### config.mk
export PLATFORM = sky130hd
export DESIGN_NAME = lru_key_value_cache_core
export DESIGN_NICKNAME = d
export VERILOG_FILES = /design/src/lkvc_pkg.sv /design/src/lru_key_value_cache_core.sv
export VERILOG_INCLUDE_DIRS = /design/src /design/src/src
export SDC_FILE = /design/constraint.sdc
export NUM_CORES = 2
export LEC_CHECK = 0
export BUFFER_PORTS_ARGS = -buffer_cell sky130_fd_sc_hd__buf_4
export CAP_MARGIN = 20
export CORE_MARGIN = 2
export CORE_UTILIZATION = 44
export CTS_CLUSTER_SIZE = 20
export DETAILED_ROUTE_END_ITERATION = 10
export GPL_ROUTABILITY_DRIVEN = 0
export PLACE_DENSITY_LB_ADDON = 0.05
export SLEW_MARGIN = 0
export SYNTH_ARGS = -nofsm -noshare
export SYNTH_HDL_FRONTEND = slang
export SYNTH_SLANG_ARGS = --single-unit
### constraint.sdc
create_clock -name clk -period 4.61 [get_ports clk]
set_clock_uncertainty 0.05 [all_clocks]
set_input_delay 1.1525 -clock clk [delete_from_list [all_inputs] [get_ports clk]]
set_output_delay 1.1525 -clock clk [all_outputs]
set_load 0.1 [all_outputs]
### src/lru_key_value_cache_core_macros.svh
// Assertion macros shared by the cache RTL.
`ifndef LRU_KEY_VALUE_CACHE_CORE_MACROS_SVH
`define LRU_KEY_VALUE_CACHE_CORE_MACROS_SVH

// Property that must hold at every edge outside reset.
`define LKVC_ASSERT_ALWAYS(name, expr, msg) \
    name: assert property (@(posedge clk) disable iff (!rst_n) (expr)) else $error(msg);

// Condition in one cycle implies an expression in the next.
`define LKVC_ASSERT_NEXT(name, cond, expr, msg) \
    name: assert property (@(posedge clk) disable iff (!rst_n) (cond) |=> (expr)) else $error(msg);

`endif

### src/lkvc_pkg.sv
// Constants shared by the LRU key-value cache.
package lkvc_pkg;

    localparam int ENTRIES = 16;
    localparam int IDX_W   = (ENTRIES > 1) ? $clog2(ENTRIES) : 1;
    localparam int CNT_W   = $clog2(ENTRIES + 1);
    localparam int DATA_W  = 32;
    localparam int CAP_W   = 5;
    localparam int ADDR_W  = 3;

    localparam logic       REQ_GET = 1'b0;
    localparam logic       REQ_SET = 1'b1;

    localparam logic       REG_CAPACITY = 1'b0;
    localparam logic [CAP_W-1:0] CAP_RESET = 5'd16;

    localparam logic [DATA_W-1:0] MISS_VALUE = '1;

endpackage

### src/lru_key_value_cache_core.sv
// LRU key-value cache: 16-entry fully associative store with one shared key comparator.
// Sequence: the walk over all entries, then finishing the last compare, picking the slot and
// committing, then the result cycle, which can already take the next start; busy stays high
// until then, so a new request is not taken while one is in flight.
// Results cannot be stalled; done is high for exactly one cycle per request.
// Reset (rst_n, async low) empties the cache and sets cap_reg to 16; no sweep needed.
`include "lru_key_value_cache_core_macros.svh"

module lru_key_value_cache_core
(
    input  logic                               clk,
    input  logic                               rst_n,
    // request beat
    input  logic                               start,
    output logic                               busy,
    input  logic                               req_type,
    input  logic signed [lkvc_pkg::DATA_W-1:0] lookup_key,
    input  logic signed [lkvc_pkg::DATA_W-1:0] write_value,
    // result beat
    output logic                               done,
    output logic                               hit,
    output logic signed [lkvc_pkg::DATA_W-1:0] read_value,
    output logic                               evicted,
    output logic signed [lkvc_pkg::DATA_W-1:0] evicted_key,
    // config port
    input  logic                               psel,
    input  logic                               penable,
    input  logic                               pwrite,
    input  logic        [lkvc_pkg::ADDR_W-1:0] paddr,
    input  logic        [31:0]                 pwdata,
    output logic        [31:0]                 prdata,
    output logic                               pready
);

    localparam logic [2:0] ST_IDLE   = 3'd0;
    localparam logic [2:0] ST_SCAN   = 3'd1;
    localparam logic [2:0] ST_LAST   = 3'd2;
    localparam logic [2:0] ST_DECIDE = 3'd3;
    localparam logic [2:0] ST_COMMIT = 3'd4;

    localparam int IW = lkvc_pkg::IDX_W;
    localparam int CW = lkvc_pkg::CNT_W;
    localparam int DW = lkvc_pkg::DATA_W;

    logic [2:0]    state_reg, state_next;
    logic [IW-1:0] idx_reg;
    logic          req_set_reg;
    logic [DW-1:0] req_key_reg;
    logic [DW-1:0] req_val_reg;

    logic [lkvc_pkg::CAP_W-1:0] cap_reg;
    logic [lkvc_pkg::CAP_W-1:0] cap_eff;

    logic [lkvc_pkg::ENTRIES-1:0] valid_reg;
    logic [IW-1:0] rank_reg [lkvc_pkg::ENTRIES];
    logic [CW-1:0] used_reg;

    logic [DW-1:0] key_mem [lkvc_pkg::ENTRIES];
    logic [DW-1:0] val_mem [lkvc_pkg::ENTRIES];
    logic [DW-1:0] key_rd_reg;
    logic [DW-1:0] val_rd_reg;
    logic [IW-1:0] rd_addr;

    // scan trackers
    logic          cmp_vld_reg;
    logic [IW-1:0] cmp_idx_reg;
    logic          found_reg;
    logic [IW-1:0] match_reg;
    logic          any_reg;
    logic [IW-1:0] worst_rank_reg;
    logic [IW-1:0] worst_slot_reg;
    logic          free_found_reg;
    logic [IW-1:0] free_slot_reg;

    logic          evict_c;
    logic [IW-1:0] slot_c;
    logic [IW-1:0] slot_reg;
    logic          evict_reg;
    logic [IW-1:0] hit_rank;

    logic          done_reg;
    logic          hit_reg;
    logic [DW-1:0] read_value_reg;
    logic          evicted_reg;
    logic [DW-1:0] evicted_key_reg;

    logic          cfg_wr;

    assign busy   = (state_reg != ST_IDLE);
    assign pready = 1'b1;
    assign cfg_wr = psel && penable && pwrite && pready && (paddr[2] == lkvc_pkg::REG_CAPACITY);
    assign prdata = (paddr[2] == lkvc_pkg::REG_CAPACITY) ? {27'd0, cap_reg} : 32'd0;

    assign done        = done_reg;
    assign hit         = hit_reg;
    assign read_value  = read_value_reg;
    assign evicted     = evicted_reg;
    assign evicted_key = evicted_key_reg;

    always_comb
    begin
        if (cap_reg == '0)
        begin
            cap_eff = lkvc_pkg::CAP_W'(1);
        end
        else if (cap_reg > lkvc_pkg::CAP_W'(lkvc_pkg::ENTRIES))
        begin
            cap_eff = lkvc_pkg::CAP_W'(lkvc_pkg::ENTRIES);
        end
        else
        begin
            cap_eff = cap_reg;
        end
    end

    // slot choice once the walk is complete
    always_comb
    begin
        evict_c = (req_set_reg == lkvc_pkg::REQ_SET) && !found_reg
                  && (used_reg >= CW'(cap_eff)) && any_reg;
        priority if (found_reg)
        begin
            slot_c = match_reg;
        end
        else if (evict_c)
        begin
            slot_c = worst_slot_reg;
        end
        else
        begin
            slot_c = free_slot_reg;
        end
    end

    assign rd_addr  = (state_reg == ST_SCAN) ? idx_reg : slot_c;
    assign hit_rank = rank_reg[slot_reg];

    always_comb
    begin
        state_next = state_reg;
        unique case (state_reg)
            ST_IDLE:   if (start) state_next = ST_SCAN;
            ST_SCAN:   if (idx_reg == IW'(lkvc_pkg::ENTRIES - 1)) state_next = ST_LAST;
            ST_LAST:   state_next = ST_DECIDE;
            ST_DECIDE: state_next = ST_COMMIT;
            ST_COMMIT: state_next = ST_IDLE;
            default:   state_next = ST_IDLE;
        endcase
    end

    // key and value stores: one read port, one write port each
    always_ff @(posedge clk)
    begin
        key_rd_reg <= key_mem[rd_addr];
        val_rd_reg <= val_mem[rd_addr];
        if (state_reg == ST_COMMIT && req_set_reg == lkvc_pkg::REQ_SET)
        begin
            val_mem[slot_reg] <= req_val_reg;
            if (!found_reg)
            begin
                key_mem[slot_reg] <= req_key_reg;
            end
        end
    end

    // request and slot payload
    always_ff @(posedge clk)
    begin
        if (state_reg == ST_IDLE && start)
        begin
            req_set_reg <= req_type;
            req_key_reg <= lookup_key;
            req_val_reg <= write_value;
        end
        if (state_reg == ST_DECIDE)
        begin
            slot_reg  <= slot_c;
            evict_reg <= evict_c;
        end
        cmp_idx_reg <= idx_reg;
    end

    always_ff @(posedge clk or negedge rst_n)
    begin
        if (!rst_n)
        begin
            state_reg       <= ST_IDLE;
            idx_reg         <= '0;
            cap_reg         <= lkvc_pkg::CAP_RESET;
            valid_reg       <= '0;
            rank_reg        <= '{default: '0};
            used_reg        <= '0;
            cmp_vld_reg     <= 1'b0;
            found_reg       <= 1'b0;
            match_reg       <= '0;
            any_reg         <= 1'b0;
            worst_rank_reg  <= '0;
            worst_slot_reg  <= '0;
            free_found_reg  <= 1'b0;
            free_slot_reg   <= '0;
            done_reg        <= 1'b0;
            hit_reg         <= 1'b0;
            read_value_reg  <= '0;
            evicted_reg     <= 1'b0;
            evicted_key_reg <= '0;
        end
        else
        begin
            state_reg   <= state_next;
            done_reg    <= (state_reg == ST_COMMIT);
            cmp_vld_reg <= (state_reg == ST_SCAN);

            if (cfg_wr)
            begin
                cap_reg <= pwdata[lkvc_pkg::CAP_W-1:0];
            end

            if (state_reg == ST_IDLE && start)
            begin
                idx_reg        <= '0;
                found_reg      <= 1'b0;
                any_reg        <= 1'b0;
                free_found_reg <= 1'b0;
            end
            else if (state_reg == ST_SCAN)
            begin
                idx_reg <= idx_reg + IW'(1);
            end

            // one entry per cycle through the shared comparator
            if (cmp_vld_reg)
            begin
                if (valid_reg[cmp_idx_reg])
                begin
                    if (!found_reg && key_rd_reg == req_key_reg)
                    begin
                        found_reg <= 1'b1;
                        match_reg <= cmp_idx_reg;
                    end
                    if (!any_reg || rank_reg[cmp_idx_reg] > worst_rank_reg)
                    begin
                        any_reg        <= 1'b1;
                        worst_rank_reg <= rank_reg[cmp_idx_reg];
                        worst_slot_reg <= cmp_idx_reg;
                    end
                end
                else if (!free_found_reg)
                begin
                    free_found_reg <= 1'b1;
                    free_slot_reg  <= cmp_idx_reg;
                end
            end

            if (state_reg == ST_COMMIT)
            begin
                hit_reg         <= found_reg;
                evicted_reg     <= evict_reg;
                evicted_key_reg <= evict_reg ? key_rd_reg : '0;
                if (req_set_reg == lkvc_pkg::REQ_SET)
                begin
                    read_value_reg <= '0;
                end
                else
                begin
                    read_value_reg <= found_reg ? val_rd_reg : lkvc_pkg::MISS_VALUE;
                end

                if (found_reg)
                begin
                    // promote: entries more recent than the hit age by one
                    for (int i = 0; i < lkvc_pkg::ENTRIES; i++)
                    begin
                        if (valid_reg[i] && rank_reg[i] < hit_rank)
                        begin
                            rank_reg[i] <= rank_reg[i] + IW'(1);
                        end
                    end
                    rank_reg[slot_reg] <= '0;
                end
                else if (req_set_reg == lkvc_pkg::REQ_SET)
                begin
                    // insert: every other valid entry ages, new one is most recent
                    for (int i = 0; i < lkvc_pkg::ENTRIES; i++)
                    begin
                        if (valid_reg[i] && IW'(i) != slot_reg)
                        begin
                            rank_reg[i] <= rank_reg[i] + IW'(1);
                        end
                    end
                    rank_reg[slot_reg]  <= '0;
                    valid_reg[slot_reg] <= 1'b1;
                    if (!evict_reg)
                    begin
                        used_reg <= used_reg + CW'(1);
                    end
                end
            end
        end
    end

    `LKVC_ASSERT_ALWAYS(a_used_matches_valid, $countones(valid_reg) == used_reg,
        "occupancy count out of step with valid bits")
    `LKVC_ASSERT_ALWAYS(a_used_bounded, used_reg <= CW'(lkvc_pkg::ENTRIES),
        "occupancy above entry count")
    `LKVC_ASSERT_NEXT(a_commit_strobes, state_reg == ST_COMMIT,
        done_reg && state_reg == ST_IDLE, "commit did not produce a result beat")
    `LKVC_ASSERT_ALWAYS(a_evict_only_on_miss, !(done_reg && evicted_reg && hit_reg),
        "eviction reported on a hit")
    `LKVC_ASSERT_NEXT(a_start_scans, start && !busy,
        state_reg == ST_SCAN && idx_reg == '0, "accepted request did not start the walk")

endmodule
; ---- After elaboration in Yosys (flattened, before gate mapping)
; Memories as Yosys holds them, arrays and structs flattened. A register that Yosys moved wholly into a read port is not among the register bits.
; Cells that the tools add are included.
; W data, S select, Z words.
[totals]
regBits = 258
ram_bits = 1024
in_bits = 106
out_inout_bits = 101
wordCells = 335
n_memories = 2
[op_classes]
addsub = 18
n_lt_le_gt_ge = 25
eq_ne = 23
muxes = 157
bitwise = 11
n_reduce_logical = 59
[mem_list]
columns = memory, words, width, rd, rd_ports_with_merged_regs, wr, line
row1 = key_mem, 16, 32, 1, 1, 1, lru_key_value_cache_core.sv:58  ; logic [DW-1:0] key_mem [lkvc_pkg::ENTRIES];
row2 = val_mem, 16, 32, 1, 1, 1, lru_key_value_cache_core.sv:59  ; logic [DW-1:0] val_mem [lkvc_pkg::ENTRIES];
[ops]
columns = op, count
row1 = $mux W4, 122
row2 = $and A64 B64 Y64, 2
row3 = $mux W64, 2
row4 = $mux W32, 3
row5 = $add A4 B1 Y4 const B, 17
row6 = $lt A4 B4 Y1, 16
row7 = $not A64 Y64, 1
row8 = $logic_and A1 B1 Y1, 43
row9 = $bmux W4 S4, 2
row10 = $eq A32 B32 Y1, 1
row11 = $ne A4 B4 Y1 const A, 8
row12 = $mux W1, 19
row13 = $demux W4 S4, 1
row14 = $ne A3 B4 Y1 const A, 4
row15 = $or A16 B16 Y16, 1
row16 = $mux W5, 3
row17 = $pmux W3 S4, 1
row18 = $reduce_and A3 Y1, 4
row19 = $ge A5 B5 Y1 const B, 2
row20 = $lt A4 B5 Y1 const B, 2
row21 = $not A4 Y5, 2
row22 = $ne A2 B4 Y1 const A, 2
row23 = $eq A3 B2 Y1 const B, 2
row24 = $mux W3, 2
row25 = other kinds (24), 31

; ---- Logic depth before layout (Yosys ltp)
[depth]
word_depth = 11
depth_mapped = 16
depth_no_buf = 13

; ---- Worst setup path before layout
; Ideal clock, no wire load.
[synth_timing]
path_type = register -> register
startpoint = reg cmp_idx_reg[0]
endpoint = reg worst_rank_reg[0]
setup_ps = 125
t_arrival_ps = 3969
required_time_ps = 4435
slack_ps = 466
stages_incl_launch_ff = 15
path_buffers = 4
period_less_slack_ps = 4144
cell_sequence = dfxtp_1 > buf_2 > buf_1 > buf_2 > mux4_2 > mux4_2 > ha_1 > nor2b_1 > o21ai_0 > nand2b_1 > a21oi_1 > a41o_1 > a21oi_1 > clkbuf_1 > mux2_2
[synth_via]
elab_chain_cells = 7
word_cells_on_any_way = 9
classes_between = order compare: 1 / mux: 5 / bitwise: 1 / reduce/logical: 2
[synth_rtl]
columns = item, line
row1 = "start, declared", lru_key_value_cache_core.sv:66  ; logic [IW-1:0] cmp_idx_reg;
row2 = "start signal, assigned", lru_key_value_cache_core.sv:180  ; cmp_idx_reg <= idx_reg;
row3 = $not A4 Y5 (implied by the code), "lru_key_value_cache_core.sv:240, lru_key_value_cache_core.sv:243"
row4 = $bmux W4 S4, "lru_key_value_cache_core.sv:240, lru_key_value_cache_core.sv:243"
row5 = $mux W4 (implied by the code) (2 in a row), "lru_key_value_cache_core.sv:240, lru_key_value_cache_core.sv:243"
row6 = $gt A4 B4 Y1, lru_key_value_cache_core.sv:240  ; if (!any_reg || rank_reg[cmp_idx_reg] > worst_rank_reg)
row7 = $logic_or A1 B1 Y1, lru_key_value_cache_core.sv:240
row8 = $reduce_and A3 Y1 (no source line), -
row9 = "end signal, assigned", lru_key_value_cache_core.sv:243  ; worst_rank_reg <= rank_reg[cmp_idx_reg];
row10 = "end, declared", lru_key_value_cache_core.sv:70  ; logic [IW-1:0] worst_rank_reg;
; Parallel ways exist; a longest one is shown, timed or not. The select of a mux whose other input is x is not followed.
; A chain may end at the register's enable or synchronous reset.

; ---- Final worst setup path
[layout_timing]
startpoint = reg slot_reg[1]
endpoint = reg rank_reg[34] (netlist bit)
[layout_via]
elab_chain_cells = 11
word_cells_on_any_way = 25
classes_between = order compare: 3 / eq/ne: 1 / mux: 14 / bitwise: 4 / reduce/logical: 3
[layout_rtl]
columns = item, line
row1 = "start, declared", lru_key_value_cache_core.sv:77  ; logic [IW-1:0] slot_reg;
row2 = "start signal, assigned", lru_key_value_cache_core.sv:177  ; slot_reg <= slot_c;
row3 = $not A4 Y5 (implied by the code), "lru_key_value_cache_core.sv:136, lru_key_value_cache_core.sv:278, lru_key_value_cache_core.sv:290"
row4 = $bmux W4 S4, lru_key_value_cache_core.sv:136  ; assign hit_rank = rank_reg[slot_reg];
row5 = $mux W4 (implied by the code) (2 in a row), lru_key_value_cache_core.sv:136
row6 = $lt A4 B4 Y1, lru_key_value_cache_core.sv:273  ; if (valid_reg[i] && rank_reg[i] < hit_rank)
row7 = $logic_and A1 B1 Y1, lru_key_value_cache_core.sv:273
row8 = $mux W4, lru_key_value_cache_core.sv:273
row9 = $mux W4, lru_key_value_cache_core.sv:268  ; if (found_reg)
row10 = $mux W4, lru_key_value_cache_core.sv:254  ; if (state_reg == ST_COMMIT)
row11 = $and A64 B64 Y64 (no source line), -
row12 = $mux W64 (*), lru_key_value_cache_core.sv:268
row13 = "end signal, assigned by index", lru_key_value_cache_core.sv:275  ; rank_reg[i] <= rank_reg[i] + IW'(1);
row14 = "end signal, assigned by index", lru_key_value_cache_core.sv:287  ; rank_reg[i] <= rank_reg[i] + IW'(1);
row15 = "end, declared", lru_key_value_cache_core.sv:55  ; logic [IW-1:0] rank_reg [lkvc_pkg::ENTRIES];
; Mark *: on every way between the ends. The rest lies on a longest branch, timed or not. The select of a mux whose other input is x is not followed.

==> run metrics <==
Bufs on Longest Clock Path 3; Root Driver clkbuf_16; Post-DP HPWL 83.6 mm; CTS sink count 1346; total leakage power 22.6 nW; crit-path max FO 17; slowest CP cell edfxtp_1; critical path cell sequence mux4_2 > mux4_2 > inv_1 > buf_4 > ha_1 > nor3_1 > nor2_1 > a31oi_1 > nand2b_1 > nand2_1 > or4b_2 > nand3_1; type of the worst setup path register to register; Synth async-reset ratio 0.137; area leader, netlist edfxtp_1; DR vias 32300; Setup Buffers After CTS 0; global route overflow 0; ANT nets after route 0; yosys warns 0; final max-slew violation count 0; RSZ-0062 raised after global routing false; chip height 358 um; ys flop type edfxtp_1; Critical Path RT 5.26 ns; clk_lat worst skew 0.77 ns; Max Fclk 248 MHz; clock-pin slew on the worst setup and hold paths 0.06 ns; drt first-iter violations 2983; Area contributors post-synth edfxtp_1 (60%), dfrtp_1 (8.3%), mux4_2 (6.9%), nand2_1 (3.1%), a22oi_1 (2.6%); Hold-fix buffers, CTS 0; worst vdd ir 0.000448 V; vias in the first global route 33000; Cell variety after synth 75; commonest cells in the netlist edfxtp_1 (1094), nand2_1 (453), a22oi_1 (189); status finished, final reports clean; io pins 207; die area 0.128 mm2; cell repeated most along the worst path mux4_2; Die Wd 358 um; core area 0.124 mm2; cell with the most instances after synthesis edfxtp_1; global-route wire length before repair 220 mm; share of layout cells above drive strength 1 0.194; port bufs 149; 1st-pass router iterations 6; Residual DRC 0; setup violators final 0; vias per cell 5.82; Top delay family on crit path simple AND/OR/NAND/NOR gates; Critical Path Start Type register; area share of the largest cell type after synthesis 0.597; row count 129; Syn-to-layout area delta 15.3%; fin crit period 4.03 ns; crit path DAT 4.68 ns; final period utilization 0.875; pre-CTS setup slack 0.625 ns; Worst-Margin Slew 1.07 ns; worst reg2reg startpoint slot_reg[1]; Final WS setup 0.576 ns; ANT cells 0; initial antenna violation count 1; post-CTS resize count 0; number of flops mapped to enable cells by yosys 1094; sequential fraction of the synthesis area 0.706; Crit path largest cell delay 0.98 ns; CTS tree yes; max cap viols 0; Tot GR Track Use 0.236; DRT Wirelength 149 mm; number of synthesized register bits 1346; largest net degree at the start of global routing 95; HP Class input port to async pin; CTS buffer count 146; Post-Syn Area per Cell 15.3 um2; placed cell count 5283; Finished Layout Cells 5555; Critical Path Start slot_reg[1]; CP Buf/Inv Count 2; Worst setup EP type register; Final TNS setup 0 ns; Initial Utilization 0.444; CTS H-tree depth 4; drt wl/cell 26.9 um; Slew headroom 0.284; Final Hold Fails 0; Syn Inst Count 3589; power per cell area 623 mW/mm2; cell area after synthesis 0.0550 mm2; Net count, final 3975
[path summary, 6_finish.rpt]
| check | end | slack (ns) | depth (start not counted) |
|---|---|---|---|
| worst min-delay path | read_value[0] | 0.36 | 1 |
| worst max register to register | rank_reg[34] | 0.58 | 12 |
| worst max-delay path | rank_reg[34] | 0.58 | 12 |
| worst min register to register | evicted_key[22] | 0.42 | 2 |
| min in group clk | evicted_key[22] | 0.42 | 2 |
| max in group asynchronous | cap_reg[4] | 3.20 | 2 |
[stage by stage]
stage / cell area, um2 / hold WS, ns / utilization / total power (W)
2_1_floorplan: 55100 / 0.361 / - / 0.0245
3_3_place_gp: 58800 / 0.401 / 0.474 / 0.0285
3_5_place_dp: 58800 / 0.402 / 0.474 / 0.0287
4_1_cts: 63400 / 0.366 / 0.512 / 0.0400
5_1_grt: 63400 / 0.401 / 0.512 / 0.0415
6_report: 63400 / 0.362 / 0.512 / 0.0395
[routing by layer]
layer / share of wire / vias to the layer above / track usage
li1: - / 14200 / -
met1: 0.45 / 16900 / 0.339
met2: 0.48 / 1021 / 0.380
met3: 0.052 / 224 / 0.0332
met4: 0.022 / 0 / 0.0645
met5: 0 / - / 0
[where the power goes]
| group | internal [W] | total, W | switching (W) |
|---|---|---|---|
| clock | 0.00642 | 0.0113 | 0.00489 |
| sequential | 0.0141 | 0.0149 | 0.000758 |
| combinational | 0.00504 | 0.0134 | 0.00832 |
[logic make-up (layout without fill, tap and decap cells)]
| kind of cell | Yosys count | after routing | share of synthesized area |
|---|---|---|---|
| multiplexers | 324 | 324 | 0.0979 |
| AO/OA/AOI/OAI | 625 | 625 | 0.0766 |
| XOR/XNOR | 42 | 42 | 0.00669 |
| flip-flops | 1346 | 1346 | 0.706 |
| AND/OR/NAND/NOR | 888 | 888 | 0.0728 |
| other | 2 | 28 | 0.000137 |
| adder cells (fa/ha/maj) | 75 | 75 | 0.0171 |
| buffers and inverters | 287 | 590 | 0.0232 |
[worst reg2reg max path, cell delays in order (launching register included)]
cell and delay [ns]:
edfxtp_1 0.98, mux4_2 0.48, mux4_2 0.46, inv_1 0.08
buf_4 0.19, ha_1 0.25, nor3_1 0.20, nor2_1 0.07
a31oi_1 0.21, nand2b_1 0.15, nand2_1 0.11, or4b_2 0.63
nand3_1 0.11
[area by class of cell]
cell class              instances  area (um2)
fillers                     10300       60500
flip-flops and latches       1346       38800
multi-input cells            1982       15300
clock buffers                 199        3990
repair buffers                252        2310
well taps                    1637        2050
clock inverters                73         672
inverters                      66         250
[layout by cell type, fill, tap and decap left out, types with 61 or more instances in the layout]
cell	instances
edfxtp_1	1094
nand2_1	452
buf_4	218
a22oi_1	189
a21oi_1	186
dfrtp_1	183
mux4_2	169
nand3_1	165
clkbuf_16	148
mux2i_1	131
o21ai_0	94
ha_1	75
dfxtp_1	68
inv_1	61
(Power assumes the default switching activity.)
